## config.mk

```make
export PLATFORM = sky130hd
export DESIGN_NAME = rmst_front
export DESIGN_NICKNAME = d
export VERILOG_FILES = /design/src/hdl/rmst_pkg.sv /design/src/hdl/rmst_front.sv
export SDC_FILE = /design/constraint.sdc
export NUM_CORES = 1
export LEC_CHECK = 0
export BUFFER_PORTS_ARGS = -buffer_cell sky130_fd_sc_hd__buf_2
export CORE_AREA = 2 2 68 70
export CTS_CLUSTER_DIAMETER = 40
export DETAILED_ROUTE_END_ITERATION = 16
export DIE_AREA = 0 0 70 72
export HOLD_SLACK_MARGIN = 0.06
export PLACE_DENSITY = 0.86
export SETUP_SLACK_MARGIN = 0.3
export SLEW_MARGIN = 20
export SYNTH_ARGS = -nofsm -noshare
export SYNTH_HDL_FRONTEND = slang
export SYNTH_SLANG_ARGS = --single-unit
```

## constraint.sdc

```tcl
create_clock -name clk -period 3.7 [get_ports clk]
set_input_delay 0.74 -clock clk [delete_from_list [all_inputs] [get_ports clk]]
set_output_delay 0.74 -clock clk [all_outputs]
set_load 0.01 [all_outputs]
```

## src/hdl/rmst_pkg.sv

```systemverilog
package rmst_pkg;

  // tree geometry
  localparam int MaxLeaves = 1024;
  localparam int LEAF_W    = 11;                       // position / leaf_count fields
  localparam int NODE_W    = $clog2(2 * MaxLeaves);    // tree node index
  localparam int WALK_W    = NODE_W + 1;               // query bounds reach 2*MaxLeaves
  localparam int VALUE_W   = 32;

  localparam logic signed [VALUE_W-1:0] MostNeg = {1'b1, {(VALUE_W-1){1'b0}}};

  // command queue between front and back
  localparam int QDEPTH = 2;
  localparam int QPTR_W = $clog2(QDEPTH);
  localparam int QCNT_W = $clog2(QDEPTH + 1);

  localparam logic KIND_QUERY  = 1'b0;
  localparam logic KIND_UPDATE = 1'b1;

  typedef struct packed {
    logic                      kind;
    logic [LEAF_W-1:0]         range_low;
    logic [LEAF_W-1:0]         range_high;
    logic [LEAF_W-1:0]         position;
    logic signed [VALUE_W-1:0] new_value;
  } in_word_t;

  typedef struct packed {
    logic signed [VALUE_W-1:0] max_value;
    logic                      range_error;
  } out_word_t;

  typedef enum logic [1:0] {
    OP_QUERY,
    OP_UPDATE,
    OP_REJECT
  } cmd_op_t;

  typedef struct packed {
    cmd_op_t                   op;
    logic [LEAF_W-1:0]         lo;
    logic [LEAF_W-1:0]         hi;
    logic [LEAF_W-1:0]         pos;
    logic signed [VALUE_W-1:0] value;
  } cmd_t;

  // signed maximum
  function automatic logic signed [VALUE_W-1:0] smax(
    input logic signed [VALUE_W-1:0] a,
    input logic signed [VALUE_W-1:0] b
  );
    return (a >= b) ? a : b;
  endfunction

endpackage

```

## src/hdl/rmst_front.sv

```systemverilog
module rmst_front (
  input  logic                        clk,
  input  logic                        rst,
  input  logic                        start,
  output logic                        busy,
  input  rmst_pkg::in_word_t          item,
  input  logic                        cfg_we,
  input  logic [rmst_pkg::LEAF_W-1:0] cfg_data,
  input  logic                        q_full,
  input  logic                        clearing,
  output logic                        push,
  output rmst_pkg::cmd_t              cmd
);

  logic [rmst_pkg::LEAF_W-1:0] leaf_count;
  logic [rmst_pkg::LEAF_W-1:0] n_active;
  logic                        accept;
  logic                        pos_ok;
  logic                        range_ok;

  // leaf_count register
  always_ff @(posedge clk) begin
    if (rst) begin
      leaf_count <= rmst_pkg::LEAF_W'(1024);
    end else if (cfg_we) begin
      leaf_count <= cfg_data;
    end
  end

  // clamp to tree size
  assign n_active = (leaf_count > rmst_pkg::LEAF_W'(rmst_pkg::MaxLeaves)) ?
                    rmst_pkg::LEAF_W'(rmst_pkg::MaxLeaves) : leaf_count;

  assign busy   = q_full | clearing;
  assign accept = start & ~busy;

  // classify the word
  assign pos_ok   = (item.position != '0) && (item.position <= n_active);
  assign range_ok = (item.range_low != '0) && (item.range_low <= item.range_high) &&
                    (item.range_high <= n_active);

  always_comb begin
    cmd.lo    = item.range_low;
    cmd.hi    = item.range_high;
    cmd.pos   = item.position;
    cmd.value = item.new_value;
    if (item.kind == rmst_pkg::KIND_UPDATE) begin
      cmd.op = rmst_pkg::OP_UPDATE;
    end else if (range_ok) begin
      cmd.op = rmst_pkg::OP_QUERY;
    end else begin
      cmd.op = rmst_pkg::OP_REJECT;
    end
  end

  // out-of-range updates are dropped here
  assign push = accept & ((item.kind != rmst_pkg::KIND_UPDATE) | pos_ok);

endmodule

```

Yosys cells after proc, flatten, opt, wreduce, memory -nomap -nowiden
Index checks and enable logic that the tools add are counted.
{"block": "totals", "regBits": 11, "elab_cells": 19, "ram_bits": 0, "latchBits": 0, "n_memories": 0, "romBits": 0, "output_inout_bits": 69, "in_bits": 83}
{"block": "op_classes", "n_mul": 0, "div_mod_pow": 0, "eq_ne": 0, "mux": 3, "n_lt_le_gt_ge": 4, "n_reduce_logical": 5, "n_shift": 0, "n_bitwise": 6, "addsub": 0}
{"operator": "$le A11 B11 Y1", "count": 3}
{"operator": "$reduce_bool A11 Y1", "count": 2}
{"operator": "$gt A11 B11 Y1 const B", "count": 1}
{"operator": "$mux W11", "count": 1}
{"operator": "$mux W2", "count": 2}
{"operator": "$logic_and A1 B1 Y1", "count": 3}
{"operator": "$and A1 B1 Y1", "count": 2}
{"operator": "$not A1 Y1", "count": 2}
{"operator": "$or A1 B1 Y1", "count": 2}

Longest topological paths before layout
{"block": "logic_depth", "ltp_word": 6, "mapped_depth": 9, "depth_no_buf": 8}

Worst setup path before layout
Ideal clock, no wire load.
{"block": "synth_timing", "path_kind": "input port to output port", "start": "in item[52] in the netlist's numbering", "end": "out cmd[66] in the netlist's numbering", "path_slack_ns": 1.155, "stages": 7, "arrival_time_ns": 1.805, "path_buffers": 0, "t_required_ns": 2.960, "path_cell_list": "inv_1 -> ha_1 -> and3_4 -> a221oi_2 -> a31oi_1 -> a31oi_1 -> a31oi_1"}
{"element": "start: declaration", "line_no": "rmst_front.sv:6", "rtl": "input rmst_pkg::in_word_t item,"}
{"element": "end: declaration", "line_no": "rmst_front.sv:12", "rtl": "output rmst_pkg::cmd_t cmd"}

Worst setup path in the final report
{"block": "layout_timing", "start": "reg leaf_count[10] in the netlist's numbering", "end": "out push"}
{"block": "layout_between", "elab_chain_cells": 6}
{"element": "start: declaration", "line_no": "rmst_front.sv:15", "rtl": "logic [rmst_pkg::LEAF_W-1:0] leaf_count;"}
{"element": "start signal: assignment", "line_no": "rmst_front.sv:24", "rtl": "leaf_count <= rmst_pkg::LEAF_W'(1024);"}
{"element": "start signal: assignment", "line_no": "rmst_front.sv:26", "rtl": "leaf_count <= cfg_data;"}
{"element": "$gt A11 B11 Y1", "line_no": "rmst_front.sv:31", "rtl": "assign n_active = (leaf_count > rmst_pkg::LEAF_W'(rmst_pkg::MaxLeaves)) ?"}
{"element": "$mux W11 *", "line_no": "rmst_front.sv:31"}
{"element": "$le A11 B11 Y1 *", "line_no": "rmst_front.sv:38", "rtl": "assign pos_ok = (item.position != '0) && (item.position <= n_active);"}
{"element": "$logic_and A1 B1 Y1 *", "line_no": "rmst_front.sv:38"}
{"element": "$or A1 B1 Y1 *", "line_no": "rmst_front.sv:57", "rtl": "assign push = accept & ((item.kind != rmst_pkg::KIND_UPDATE) | pos_ok);"}
{"element": "$and A1 B1 Y1 *", "line_no": "rmst_front.sv:57"}
{"element": "end: declaration", "line_no": "rmst_front.sv:11", "rtl": "output logic push,"}
Every way passes the cells marked *; elsewhere a longest branch is shown, timed or not.

==> flow_summary_export.csv <==
group,metric,value,unit
final_layout,area_growth,2.13,%
timing,fin_crit_sh,79.6,%
die,rows,24,
timing,timing.setup.tns,0,ns
yosys,synth_cells,221,
final_layout,top_regs,"leaf_count: 11 flops",
global_route,grt_use_total,14.3,%
routing,vias,1474,
global_route,grt_pass1_wl,5.96,mm
clock_tree,clk_pin_slew,0.05,ns
global_route,antenna_found_initial,0,
yosys,synth_edf_count,0,
yosys,yosysUniqueCellTypes,31,
die,io_pins,152,
yosys,yosys_register_bits,11,
yosys,yosysWarnings,0,
yosys,ys_seq_area_share,12.5,%
final_layout,antenna_cells,0,
routing,drc,0,
global_route,grt.overflow.total,0,
global_route,grtUsageMet2,27.1,%
global_route,met3_usage,2.08,%
timing,setup_slack,0.756,ns
pwr,p_leak,0.975,nW
final_layout,layout.nets,360,
timing,worst_slew_pin_slew,0.331,ns
die,core,0.00426,sq mm
global_route,met1_usage,16.2,%
routing,wire_per_inst,13.0,microns
clock_tree,cts_sinks,11,
routing,wirelength,3.85,mm
min_path,holdCritPathClass,"reg -> reg",
setup_path,worstSetupPathType,"reg -> out",
timing,max-slew-margin-rel,77.9,%
timing,finalCriticalPeriod,2.94,ns
setup_path,arrival,2.20,ns
setup_path,cp-start-kind,"register",
routing,vias_per_cell,5.00,
clock_tree,cts-root-buf,"clkbuf_8",
final_layout,max_flop_register,"leaf_count",
final_layout,fillers,449,
clock_tree,ctsLongestPathBuffers,2,
timing,rsz0062_at_grt,"false",
final_layout,drive_gt1_share,38.7,%
timing,setup_viol,0,
routing,first_pass_iters,4,
job,max_cap_viol_count,0,
die,die_w,70,microns
yosys,avgSynthCellArea,7.97,sq um
final_layout,mostFrequentLayoutCells,"buf_2, ha_1, inv_1",
setup_path,critPathRequiredTime,2.96,ns
final_layout,design_area,0.00180,sq mm
die,die_h,72,microns
pwr,ir_drop,0.139,mV
global_route,busiest_layer,"met2",
setup_path,crit_fanout,12,
pwr,powerDensity,229,mW/mm^2
clock_tree,cts_tree,"yes",
yosys,async_reset_ff_share,0,%
die,die-area,0.00504,sq mm
routing,route.antenna.remaining_nets,0,
routing,initialDrtViolationCount,31,
clock_tree,htree_levels,1,
timing,slew_violations,0,
setup_path,crit_path_end_kind,"output pin",
global_route,grt_pass1_vias,1405,
global_route,grt_max_degree,13,
placement,dp_slack,0.810,ns
final_layout,largest_register_ffs,11,
placement,placed_area,0.00175,sq mm
die,initial_utilization,41.3,%
yosys,ys.flop_type,"dfxtp_1",
clock_tree,cts_setup_buffers,0,
yosys,syn_nets,337,
timing,fmax,340,MHz
placement,portBuffers,87,
clock_tree,clk_latency,0.23,ns
clock_tree,cts_resized,0,
final_layout,layout_commonest_cell,"buf_2",
clock_tree,numCtsBuffers,3,
timing,hold_viol,0,
status,outcome,"complete, no violations",
yosys,syn_area,0.00176,sq mm
placement,gp_congestion,0.797,
timing,fin_skew,0,ns
placement,place_hpwl,3.50,mm
clock_tree,cts_hold_buffers,0,
## final timing paths
check	from	end	slack (ns)	depth (start not counted)
max	leaf_count[10]	push	0.76	9
min	leaf_count[7]	leaf_count[7]	0.49	2
max reg2reg	leaf_count[10]	leaf_count[10]	2.88	2
min reg2reg	leaf_count[7]	leaf_count[7]	0.49	2
## cell type report
cell class / count / area, sq um / area share, %
Clock buffer: 4 / 45.0 / 2.50
Multi-Input combinational cell: 124 / 970 / 53.9
Sequential cell: 11 / 220 / 12.2
Tap cell: 52 / 65.1 / 3.62
Inverter: 17 / 63.8 / 3.55
Timing Repair Buffer: 87 / 435 / 24.2
## logic make-up (layout without fill, tap and decap cells)
kind of cell	after synthesis	count (layout)	synth area share [%]
DFF	11	11	12.5
and+or+nand+nor	53	53	15.6
buffers and inverters	86	108	32.5
muxes	10	10	5.68
AOI/OAI and AO/OA	28	28	10.4
adders and majority gates	33	33	23.4
## power breakdown
part / internal [mW] / switching [mW] / total (mW)
Sequential: 0.126 / 0.00393 / 0.130
Clock: 0.0753 / 0.0407 / 0.116
Combinational: 0.0780 / 0.0877 / 0.166
## worst max-delay path, cell delays in order (launching register included)
cell and delay, ns:
dfxtp_1 0.30, inv_1 0.26, nand2_1 0.17, ha_1 0.31, nor2b_1 0.13, o21a_1 0.16, o21ai_0 0.17, nand4b_1 0.14
a31oi_1 0.18, buf_2 0.15
## Yosys cell counts, drive strengths merged, types with 2 or more instances
cell type / count / area [sq um]
ha: 33 / 413
a21o: 3 / 23.8
nor3: 3 / 15.0
buf: 67 / 500
dfxtp: 11 / 220
a21oi: 10 / 50.1
nand3: 5 / 25.0
nor2: 13 / 48.8
o21ai: 5 / 25.0
nand4b: 2 / 17.5
inv: 17 / 63.8
clkbuf: 2 / 7.51
mux2i: 10 / 100
nand3b: 2 / 15.0
nor2b: 3 / 18.8
nand4: 5 / 31.3
a31oi: 4 / 25.0
nand2: 12 / 45.0
nor4: 4 / 25.0
## through the flow
| stage | instances | utilization (%) | hold WS (ns) | power, mW |
|---|---|---|---|---|
| floorplan | 221 | - | 0.452 | 0.284 |
| global placement | 291 | 41.1 | 0.474 | 0.291 |
| detailed placement | 291 | 41.1 | 0.486 | 0.300 |
| CTS | 295 | 42.2 | 0.498 | 0.418 |
| global route | 295 | 42.2 | 0.541 | 0.444 |
| finish | 295 | 42.2 | 0.492 | 0.412 |
## layer usage
layer	up-vias	part of all wire, %
met5	-	0
met4	0	1.4
met3	8	6.3
met2	53	52
met1	664	40
li1	749	-
No activity file was read; power rests on OpenSTA's default activity.
