**config.mk**
```make
export PLATFORM = sky130hd
export DESIGN_NAME = rmst_queue
export DESIGN_NICKNAME = d
export VERILOG_FILES = /design/src/hdl/rmst_pkg.sv /design/src/hdl/rmst_queue.sv
export SDC_FILE = /design/constraint.sdc
export NUM_CORES = 1
export LEC_CHECK = 0
export BUFFER_PORTS_ARGS = -buffer_cell sky130_fd_sc_hd__buf_2
export CORE_MARGIN = 2
export CORE_UTILIZATION = 53
export DETAILED_ROUTE_END_ITERATION = 8
export GPL_TIMING_DRIVEN = 0
export PLACE_DENSITY = 0.89
export SYNTH_ARGS = -nofsm -noshare
export SYNTH_HDL_FRONTEND = slang
export SYNTH_SLANG_ARGS = --single-unit
```
**constraint.sdc**
```tcl
create_clock -name clk -period 8 [get_ports clk]
set_clock_uncertainty 0.15 [all_clocks]
set_input_delay 1.6 -clock clk [delete_from_list [all_inputs] [get_ports clk]]
set_output_delay 1.6 -clock clk [all_outputs]
set_load 0.1 [all_outputs]
```
**src/hdl/rmst_pkg.sv**
```systemverilog
package rmst_pkg;

  // tree geometry
  localparam int MaxLeaves = 1024;
  localparam int LEAF_W    = 11;                       // position / leaf_count fields
  localparam int NODE_W    = $clog2(2 * MaxLeaves);    // tree node index
  localparam int WALK_W    = NODE_W + 1;               // query bounds reach 2*MaxLeaves
  localparam int VALUE_W   = 32;

  localparam logic signed [VALUE_W-1:0] MostNeg = {1'b1, {(VALUE_W-1){1'b0}}};

  // command queue between front and back
  localparam int QDEPTH = 2;
  localparam int QPTR_W = $clog2(QDEPTH);
  localparam int QCNT_W = $clog2(QDEPTH + 1);

  localparam logic KIND_QUERY  = 1'b0;
  localparam logic KIND_UPDATE = 1'b1;

  typedef struct packed {
    logic                      kind;
    logic [LEAF_W-1:0]         range_low;
    logic [LEAF_W-1:0]         range_high;
    logic [LEAF_W-1:0]         position;
    logic signed [VALUE_W-1:0] new_value;
  } in_word_t;

  typedef struct packed {
    logic signed [VALUE_W-1:0] max_value;
    logic                      range_error;
  } out_word_t;

  typedef enum logic [1:0] {
    OP_QUERY,
    OP_UPDATE,
    OP_REJECT
  } cmd_op_t;

  typedef struct packed {
    cmd_op_t                   op;
    logic [LEAF_W-1:0]         lo;
    logic [LEAF_W-1:0]         hi;
    logic [LEAF_W-1:0]         pos;
    logic signed [VALUE_W-1:0] value;
  } cmd_t;

  // signed maximum
  function automatic logic signed [VALUE_W-1:0] smax(
    input logic signed [VALUE_W-1:0] a,
    input logic signed [VALUE_W-1:0] b
  );
    return (a >= b) ? a : b;
  endfunction

endpackage

```
**src/hdl/rmst_queue.sv**
```systemverilog
module rmst_queue (
  input  logic           clk,
  input  logic           rst,
  input  logic           push,
  input  rmst_pkg::cmd_t push_cmd,
  input  logic           pop,
  output logic           q_valid,
  output logic           q_full,
  output rmst_pkg::cmd_t head
);

  rmst_pkg::cmd_t              slots [rmst_pkg::QDEPTH];
  logic [rmst_pkg::QPTR_W-1:0] wr_ptr;
  logic [rmst_pkg::QPTR_W-1:0] rd_ptr;
  logic [rmst_pkg::QCNT_W-1:0] count;
  logic                        do_pop;

  assign q_valid = (count != '0);
  assign q_full  = (count == rmst_pkg::QCNT_W'(rmst_pkg::QDEPTH));
  assign head    = slots[rd_ptr];
  assign do_pop  = pop & q_valid;

  // payload slots
  always_ff @(posedge clk) begin
    if (push) begin
      slots[wr_ptr] <= push_cmd;
    end
  end

  // pointers and fill count
  always_ff @(posedge clk) begin
    if (rst) begin
      wr_ptr <= '0;
      rd_ptr <= '0;
      count  <= '0;
    end else begin
      if (push) begin
        wr_ptr <= wr_ptr + 1'b1;
      end
      if (do_pop) begin
        rd_ptr <= rd_ptr + 1'b1;
      end
      case ({push, do_pop})
        2'b10:   count <= count + 1'b1;
        2'b01:   count <= count - 1'b1;
        default: count <= count;
      endcase
    end
  end

endmodule

```
## Yosys cells after proc, flatten, opt, wreduce, memory -nomap -nowiden

Memory sizes are Yosys's and may differ from the RTL's. A register that Yosys moved wholly into a read port is not among the register bits.
Cells that the tools add are included.

| cells by class | value |
|---|---|
| $add $sub $neg | 4 |
| eq/ne operators | 3 |
| multiplexer cells | 5 |
| bitwise operators | 1 |
| reduce and logical (&&, ||, !) cells | 2 |

Operators with widths:

| kind | count |
|---|---|
| $eq 2x2->1 const B | 2 |
| $mux 1 | 4 |
| $pmux 2 s2 | 1 |
| $reduce_bool 2->1 | 2 |
| $add 1x1->1 const B | 2 |
| $add 2x1->2 const B | 1 |
| $eq 2x1->1 const B | 1 |
| $sub 2x1->2 const B | 1 |
| $and 1x1->1 | 1 |

| word-level totals | value |
|---|---|
| register bits | 4 |
| bits in writable memories | 134 |
| input port bits | 71 |
| output and inout port bits | 69 |
| word-level logic and storage cells | 19 |
| memories | 1 |

Memories:

| name | depth | bits a word | rd ports | clocked after memory_dff | wr ports | line | text |
|---|---|---|---|---|---|---|---|
| slots | 2 | 67 | 1 | 1 | 1 | rmst_queue.sv:12 | `rmst_pkg::cmd_t slots [rmst_pkg::QDEPTH];` |

## Depth between registers and ports, before layout

Gate-level depths: netlist of the first run.

| logic depth | value |
|---|---|
| depth after elaboration | 4 |
| mapped depth | 5 |
| depth with buffers taken out | 5 |

## Worst setup path before layout of the first run

OpenSTA, ideal clock, no wires.

| timing path | value |
|---|---|
| path type | in2reg |
| start point | input push |
| end point | memory slots[0][0] (netlist name), enable pin |
| library setup time | 0.494 ns |
| arrival time | 4.469 ns |
| required time | 7.356 ns |
| setup slack | 2.887 ns |
| stages on the path | 2 |
| buffers on the path | 0 |
| cell sequence | inv_1 -> nor2_1 |

| between the ends | value |
|---|---|
| cells in the longest elaborated chain, start to end | 2 |

Ends and longest elaborated chain:

| what | line | text |
|---|---|---|
| start, declared | rmst_queue.sv:4 | `input logic push,` |
| $mux 1 | rmst_queue.sv:25 | `if (push) begin` |
| $mux 1 (not written as such) | rmst_queue.sv:26 | `slots[wr_ptr] <= push_cmd;` |
| end, declared | rmst_queue.sv:12 |  |

Every way passes these cells.

==> run metrics, run 1 <==
Cells after DPL=approximately 500; min-delay src=rd_ptr; clk_lat worst skew=~0.50 ns; Die W=approximately 100 um; synthesized flop and latch total=~140; setup TNS=0 ns; # port buffers=roughly 140; Max VDD drop=0.2798 mV; reg2reg start=wr_ptr; Hold Path Depth=2; Cells after Synth=231; met2 Use GR=about a third; Pre-Repair DR Iteration Count=4; Mapped Avg Cell Area=~22 sq um; M3 GR Usage=between 7 and 8%; Reg2Reg Depth=1; DIE HEIGHT=just over 100 um; Seq/Total Area, Yosys=between 80% and 90%; ranking of synthesized cells by area=edfxtp_1, mux2_2, dfxtp_1; Num CTS Buffers=17; routed len/inst=~17 um; critical path data arrival time=between 2 and 2.5 ns; Final GP Congestion=approximately 0.7; Num Clock Sinks=about 140; busiest grt layer=met2; I/O pins=140; Remaining Overflow, GRT=0; worst slew pin tran=0.9329 ns; global-route usage over all layers=approximately 18%; r2r setup slk=6.22 ns; Tmin final=3.800 ns; Crit. End Element=output pin; ANT cells=0; setup violators final=0; cts hold-fix bufs=0; most numerous cell in the Yosys netlist=edfxtp_1; root buf cell=clkbuf_8; Area Overhead vs Synth=29.32%; Yosys cell types=17; synthesized area=slightly above 0.005 sq mm; relative slew slack=a little under two fifths; Leak=approximately 2.5 nW; drt total wl=8.891 mm; Final Hold Viols=0; RSZ-0062 raised after global routing=no; CTS Buffer Depth=2; largest net degree at the start of global routing=68; Worst Setup Start Kind=flip-flop; Pwr Total=approximately 2.6 mW; Rows=35; vias in the first global route=approximately 2800; drt first-iter violations=92; crit-path max FO=10; post-synthesis async set-or-reset flop share=0%; worst reg2reg endpoint=slots[1][55]; YS warnings=0; DIE AREA=0.01030 sq mm; Yosys top cell area share=about four fifths; vias per cell=between 4 and 5; Achievable Freq=around 260 MHz; worst hold path class=reg -> reg; H-tree levels=4; post_cts resized=0; # DRC=0; pwr/cell area=roughly 400 mW/mm^2; met1 usage in global routing=18.73%; Vias=2637; Starting Density=54.50%; fin crit share=a little under half; TritonCTS clock tree=yes; Synth Flop Type=edfxtp_1; fin nets=between 400 and 500; Post-CTS Setup Bufs=0; max cap viols=0; Routed Antenna Nets=0; share of cells above drive strength 1=61.54%; Worst EP required=approximately 6.3 ns; Setup CP Type=reg -> out; status=finished clean; initial antenna violation count=0; core area=approximately 0.0092 sq mm; top cells by count, synth=edfxtp_1, mux2_2, dfxtp_1, nor2_1, buf_2; Finished Layout Cells=around 530; first-pass GRT wire length=approximately 13 mm; number of synthesized flops with an enable pin=around 130; dominant cell type by area after synthesis=edfxtp_1; Slew Limit Fails=0; syn nets=303; Final HPWL DP=approximately 6.0 mm; clk slew on worst S/H paths=around 0.060 ns
## placed cells by master (no fill, tap or decap), types with 2 or more instances in the layout
master | netlist | routed
buf_4 | 3 | 3
clkbuf_16 | 0 | 16
edfxtp_1 | 134 | 134
dfxtp_1 | 5 | 5
xnor2_1 | 3 | 3
buf_2 | 4 | 143
mux2_2 | 67 | 67
clkbuf_1 | 0 | 2
bufinv_16 | 0 | 2
clkinvlp_4 | 0 | 6
nor2_1 | 5 | 4
inv_6 | 0 | 4
## where the power goes
| group | internal (mW) | switching (mW) | total [mW] |
|---|---|---|---|
| logic | 0.200 | 0.808 | 1.01 |
| registers | 0.855 | 0.0185 | 0.873 |
| clock network | 0.445 | 0.286 | 0.731 |
| total | 1.50 | 1.11 | 2.61 |
## layout make-up
cell class,count,area (sq um)
Sequential cell,139,4124
Multi-Input combinational cell,84,875.8
Clock inverter,12,140.1
Inverter,1,3.754
Buffer,7,42.54
Timing Repair Buffer,141,743.2
Clock buffer,19,421.7
Fill cell,638,2728
Tap cell,129,161.4
## sequential cells by signal (all words and copies together), names as in the netlist, named ones only
signal / count
wr_ptr: 1
count: 2
slots: 134
rd_ptr: 1
## per-layer routing
metal | share of wire [%] | up-vias
li1 | - | 1237
met1 | 38 | 1293
met2 | 54 | 99
met3 | 6.1 | 8
met4 | 0.98 | 0
met5 | 0 | -
## kinds of logic (layout without fill, tap and decap cells)
group / Yosys count / after routing / synth area share [%]
AOI/OAI and AO/OA: 3 / 3 / 0.3477
adders and majority gates: 1 / 1 / 0.2484
buffers and inverters: 8 / 180 / 0.9192
and+or+nand+nor: 9 / 9 / 0.9196
muxes: 67 / 67 / 14.98
xor gates and xnor gates: 4 / 4 / 0.6958
DFF: 139 / 139 / 81.89
## critical path, cell delays in order (launching register included)
cell and delay [ns]:
dfxtp_1 0.37, buf_2 0.28, buf_4 0.24, mux2_2 0.36, buf_2 0.29
## worst max-delay path by stage
stage / start / to / slack [ns] / cells after the start
floorplan: push / slots[0][0] / 2.89 / 2
global placement: push / slots[0][41] / 1.39 / 3
detailed placement: flip-flop / head[29] / 4.69 / 4
CTS: flip-flop / head[29] / 4.14 / 4
global route: flip-flop / head[29] / 4.06 / 4
finish: flip-flop / head[29] / 4.20 / 4
## through the flow
step	hold WS [ns]	utilization (%)	instance area (sq um)	worst slack [ns]
3_5_place_dp	0.3637	64.40	5951	4.690
3_3_place_gp	0.3383	63.78	5893	1.388
2_1_floorplan	0.3195	-	5036	2.887
5_1_grt	0.4047	70.48	6513	4.061
4_1_cts	0.3764	70.48	6513	4.139
6_report	0.3693	70.48	6513	4.200
No activity file was read; power rests on OpenSTA's default activity.
==> run 2: changes to the inputs <==
--- a/config.mk
+++ b/config.mk
@@ -5,12 +5,13 @@
 export SDC_FILE = /design/constraint.sdc
 export NUM_CORES = 1
 export LEC_CHECK = 0
+export ABC_AREA = 1
 export BUFFER_PORTS_ARGS = -buffer_cell sky130_fd_sc_hd__buf_2
 export CORE_MARGIN = 2
-export CORE_UTILIZATION = 53
+export CORE_UTILIZATION = 47
 export DETAILED_ROUTE_END_ITERATION = 8
 export GPL_TIMING_DRIVEN = 0
-export PLACE_DENSITY = 0.89
+export PLACE_DENSITY = 0.84
 export SYNTH_ARGS = -nofsm -noshare
 export SYNTH_HDL_FRONTEND = slang
 export SYNTH_SLANG_ARGS = --single-unit
==> constraint.sdc (replaced) <==
create_clock -name clk -period 3.1 [get_ports clk]
set_clock_uncertainty 0.15 [all_clocks]
set_input_delay 0.62 -clock clk [delete_from_list [all_inputs] [get_ports clk]]
set_output_delay 0.62 -clock clk [all_outputs]
set_load 0.1 [all_outputs]
==> run 2 against run 1 <==
  * Wire length up 0.49%
  * Highest routed layer unchanged
  * Critical path type unchanged
  * Die area rose by 15%
  * Count of clock-buffer cells in the layout increased by 1
  * Synthesized area up 2.9%
  * Sequential share of layout area decreased by 1.7 points
==> run metrics, run 2 <==
status=finished clean; Final HPWL DP=roughly 6.0 mm; Cells after DPL=roughly 530; Leak=~2.6 nW; final hold slack=between 0.1 and 0.15 ns; Die W=109.0 um; max reg flops=134; H-tree levels=4; max cap viols=0; number of synthesized flops with an enable pin=between 100 and 150; RSZ-0062 raised after global routing=no; syn nets=approximately 320; cts hold-fix bufs=0; Remaining Overflow, GRT=0; Worst EP required=~2.3 ns; DP Area=about 0.006 sq mm; Biggest register=slots; worst path cell trace=buf_4, buf_6, mux2_4, buf_2; Yosys cell types=15; Yosys top cell area share=between 70% and 80%; ANT cells=0; Slew Limit Fails=0; Max VDD drop=just over 0.6 mV; clk_lat worst skew=around 0.52 ns; initial antenna violation count=0; Num CTS Buffers=17; largest net degree at the start of global routing=between 60 and 70; pwr/cell area=825.3 mW/mm^2; dominant cell type by area after synthesis=edfxtp_1; synthesized flop and latch total=139; vias in the first global route=~2800; Largest regs=slots x134, count x2; commonest non-fill, non-tap cells in the layout=buf_2, edfxtp_1, mux2_2; vias per cell=between 4 and 5; # port buffers=about 140; worst hold path class=in -> reg; Pre-Repair DR Iteration Count=4; root buf cell=clkbuf_8; Mapped Avg Cell Area=~21 sq um; Crit. End Element=output pin; Seq/Total Area, Yosys=between 70% and 80%; Starting Density=about 48%; Post-CTS Setup Bufs=0; drt total wl=a little under 9 mm; Tmin final=about 2.7 ns; crit-path max FO=10; CTS Buffer Depth=2; global-route usage over all layers=roughly 16%; first-pass GRT wire length=around 13 mm; fin nets=about 480; critical path data arrival time=1.95 ns; clk slew on worst S/H paths=~0.060 ns; fin crit share=approximately 90%; Fill cells=800; most numerous cell in the Yosys netlist=edfxtp_1; final core occ=about three fifths; # DRC=0; routed len/inst=about 16 um; DIE AREA=between 0.01 and 0.015 sq mm; synthesized area=~0.0052 sq mm; post-synthesis async set-or-reset flop share=0%; Num Clock Sinks=between 100 and 150; Finished Layout Cells=between 500 and 600; setup violators final=0; TritonCTS clock tree=yes; leading cell type in the layout, fill and taps excluded=buf_2; YS warnings=0; Final Hold Viols=0; post-route design area=approximately 0.0067 sq mm; Setup CP Type=reg -> out; ranking of synthesized cells by area=edfxtp_1, mux2_4, mux2_2; Slowest-stage cell, CP=dfxtp_1; Final GP Congestion=about 0.66; Achievable Freq=about 370 MHz; setup TNS=0 ns; drt first-iter violations=100; Synth Flop Type=edfxtp_1; DIE HEIGHT=about 110 um; Area Overhead vs Synth=29.01%; relative slew slack=between 40% and 50%; post_cts resized=0; Worst Setup Start Kind=flip-flop; Pwr Total=roughly 5.5 mW; Routed Antenna Nets=0; core area=between 0.01 and 0.015 sq mm; top cells by count, synth=edfxtp_1, mux2_2, mux2_4; Rows=38; largest stage delay on the critical path=~0.37 ns; Cells after Synth=between 200 and 250; setup ws final=0.3768 ns; Vias=roughly 2700; worst slew pin tran=0.8698 ns; I/O pins=140; share of cells above drive strength 1=58.17%; worst slack, placed=about 0.87 ns
[run 2: cells by family (layout without fill, tap and decap cells)]
logic type / after synthesis / in the layout / share of synthesized area, %
AOI/OAI and AO/OA: 3 / 3 / 0.2896
adders and majority gates: 1 / 1 / 0.2413
buffers and inverters: 16 / 187 / 1.738
DFF: 139 / 139 / 79.56
muxes: 67 / 67 / 16.73
and+or+nand+nor: 19 / 19 / 1.448
[run 2: critical path, delay by kind of cell, from the launching register on]
family | cells | cell delay [ns]
buffers and inverters | 3 | 0.74
multiplexers | 1 | 0.32
flip-flops | 1 | 0.37
[run 2: worst paths after layout]
| check | to | startpoint | cells after the start | slack, ns |
|---|---|---|---|---|
| hold reg to reg | rd_ptr | rd_ptr | 2 | 0.36 |
| setup reg to reg | slots[0][26] | wr_ptr | 2 | 1.39 |
| hold / removal | slots[0][21] | push_cmd[21] | 1 | 0.13 |
| setup / recovery | head[40] | flip-flop | 4 | 0.38 |
[run 2: layout make-up]
cell class	instances	area [sq um]	share of cell area, %
plain buffers	7	56.30	0.8419
clock buffers	20	425.4	6.361
clock inverters	10	150.1	2.245
inverters	9	36.28	0.5426
multi-input cells	90	977.2	14.61
flip-flops and latches	139	4124	61.67
well taps	140	175.2	2.619
repair buffers	141	743.2	11.11
[run 2: report_power, final]
group | total [mW] | internal, mW | switching, mW
Clock | 1.96 | 1.28 | 0.672
Combinational | 1.36 | 0.286 | 1.07
Sequential | 2.21 | 2.18 | 0.0287
Total | 5.52 | 3.75 | 1.77
[run 2: layer usage]
metal  vias up  track usage, %  share of wire [%]
met5         -               0                  0
met4         0           8.791                2.2
met3        19           5.858                7.0
met2       110           26.80                 53
met1      1306           16.60                 38
li1       1269               -                  -
==> run 3: changes to the inputs <==
--- a/config.mk
+++ b/config.mk
@@ -6,6 +6,7 @@
 export NUM_CORES = 1
 export LEC_CHECK = 0
 export ABC_AREA = 1
+export ABC_CLOCK_PERIOD_IN_PS = 3100
 export BUFFER_PORTS_ARGS = -buffer_cell sky130_fd_sc_hd__buf_2
 export CORE_MARGIN = 2
 export CORE_UTILIZATION = 47
==> constraint.sdc (replaced) <==
create_clock -name clk -period 3.1 [get_ports clk]
set_clock_uncertainty 0.15 [all_clocks]
set_input_delay 0.155 -clock clk [delete_from_list [all_inputs] [get_ports clk]]
set_output_delay 0.155 -clock clk [all_outputs]
set_load 0.1 [all_outputs]
==> run 3 against run 2 <==
  * Sequential share of layout area decreased by 5.9 points
  * Cell count increased by 13%
  * Count of clock-buffer cells in the layout unchanged
  * Highest routed layer unchanged
==> run metrics, run 3 (synthesized netlist as in run 2, its figures left out) <==
Routed Antenna Nets=0; M1 WL=around 3.8 mm; routed len/inst=between 15 and 20 um; status=finished clean; Largest regs=slots x134, count x2; I/O pins=140; leading cell type in the layout, fill and taps excluded=buf_2; DP Area=approximately 0.0061 sq mm; largest net degree at the start of global routing=69; Rows=38; fin nets=about 550; first-pass GRT wire length=roughly 15 mm; end of the critical path=head[26]; Leak=roughly 2.9 nW; Slew Limit Fails=0; final core occ=about two thirds; critical path data arrival time=~2.0 ns; Final GP Congestion=~0.66; Fill cells=726; Vias=2964; clk slew on worst S/H paths=~0.06 ns; # DRC=0; Cells after DPL=between 500 and 600; initial antenna violation count=0; TritonCTS clock tree=yes; commonest non-fill, non-tap cells in the layout=buf_2, edfxtp_1, dlygate4sd3_1; Starting Density=about half; Biggest register=slots; setup violators final=0; DIE AREA=0.01189 sq mm; area taken by multi-input logic gates=just under 0.001 sq mm; r2r setup slk=around 0.95 ns; Achievable Freq=between 400 and 500 MHz; final hold slack=around 0.075 ns; Num Clock Sinks=approximately 140; # port buffers=139; fin crit share=between 70% and 80%; length of routed met2 wiring=5.759 mm; CTS Buffer Depth=2; max cap viols=0; relative slew slack=slightly above 40%; Num CTS Buffers=17; H-tree levels=4; clk_lat worst skew=0.52 ns; post-route design area=approximately 0.0074 sq mm; Final Hold Viols=0; flip-flop and latch area=0.004124 sq mm; RSZ-0062 raised after global routing=no; pwr/cell area=roughly 760 mW/mm^2; setup TNS=0 ns; drt total wl=between 10 and 15 mm; Reg2Reg Depth=4; max reg flops=134; metal3 WL=519 um; global-route usage over all layers=17.74%; Tmin final=~2.3 ns; Finished Layout Cells=~630; worst hold path class=in -> reg; Crit. End Element=output pin; drt first-iter violations=118; core area=between 0.01 and 0.015 sq mm; Setup CP Type=reg -> out; worst slew pin tran=~0.9 ns; DR top layer=met4; Final HPWL DP=~6.0 mm; ANT cells=0; Die W=~110 um; vias in the first global route=3197; Area Overhead vs Synth=42.72%; Worst EP required=roughly 2.8 ns; worst reg2reg endpoint=wr_ptr; Post-CTS Setup Bufs=0; reg2reg start=wr_ptr; Max VDD drop=0.4912 mV; Pre-Repair DR Iteration Count=4; crit-path max FO=10; share of cells above drive strength 1=between 40% and 50%; DIE HEIGHT=109.0 um; root buf cell=clkbuf_8; Remaining Overflow, GRT=0; Worst Setup Start Kind=flip-flop; vias per cell=around 4.7
-- run 3: critical path, cell delays in order, from the launching register on --
cell	delay [ns]
dfxtp_1	0.37
buf_4	0.24
buf_6	0.21
mux2_4	0.32
buf_2	0.29
-- run 3: cell type report --
cell class | instances | share of cell area (%)
clock buffers | 20 | 5.750
clock inverters | 10 | 2.029
inverters | 9 | 0.4904
plain buffers | 7 | 0.7610
repair buffers | 212 | 19.65
well taps | 140 | 2.368
multi-input cells | 90 | 13.21
flip-flops and latches | 139 | 55.74
-- run 3: timing repair --
item | in CTS | in global routing
resized for setup | 0 | 0
hold buffers | 71 | 0
endpoints found under the hold margin | 139 | 0
-- run 3: worst min-delay path by stage --
stage	cells after the start	startpoint	slack, ns	endpoint
after global placement	2	rst	0.19	wr_ptr
after global routing	3	push	0.1	slots[0][51]
after floorplan	1	rst	0.08	wr_ptr
final	3	push	0.08	slots[0][51]
after detailed placement	1	push_cmd[2]	0.20	slots[0][2]
after CTS	3	push	0.06	slots[0][62]
-- run 3: metal layers --
layer | GRT usage (%) | vias to the layer above
li1 | - | 1406
met1 | 17.18 | 1438
met2 | 33.27 | 101
met3 | 6.037 | 19
met4 | 8.516 | 0
met5 | 0 | -
-- run 3: per-stage QoR --
stage / total power [mW] / setup WS, ns
floorplan: 3.394 / 0.4478
global placement: 3.582 / -0.4865
detailed placement: 3.610 / 1.337
CTS: 5.655 / 0.7691
global route: 5.793 / 0.7356
finish: 5.613 / 0.8321
-- run 3: report_power, final --
part	total [mW]	switching, mW	internal (mW)	leakage (nW)
Combinational	1.44	1.09	0.348	1.35
Clock	1.97	0.683	1.29	0.279
Sequential	2.21	0.0297	2.18	1.30
Total	5.61	1.80	3.81	2.93
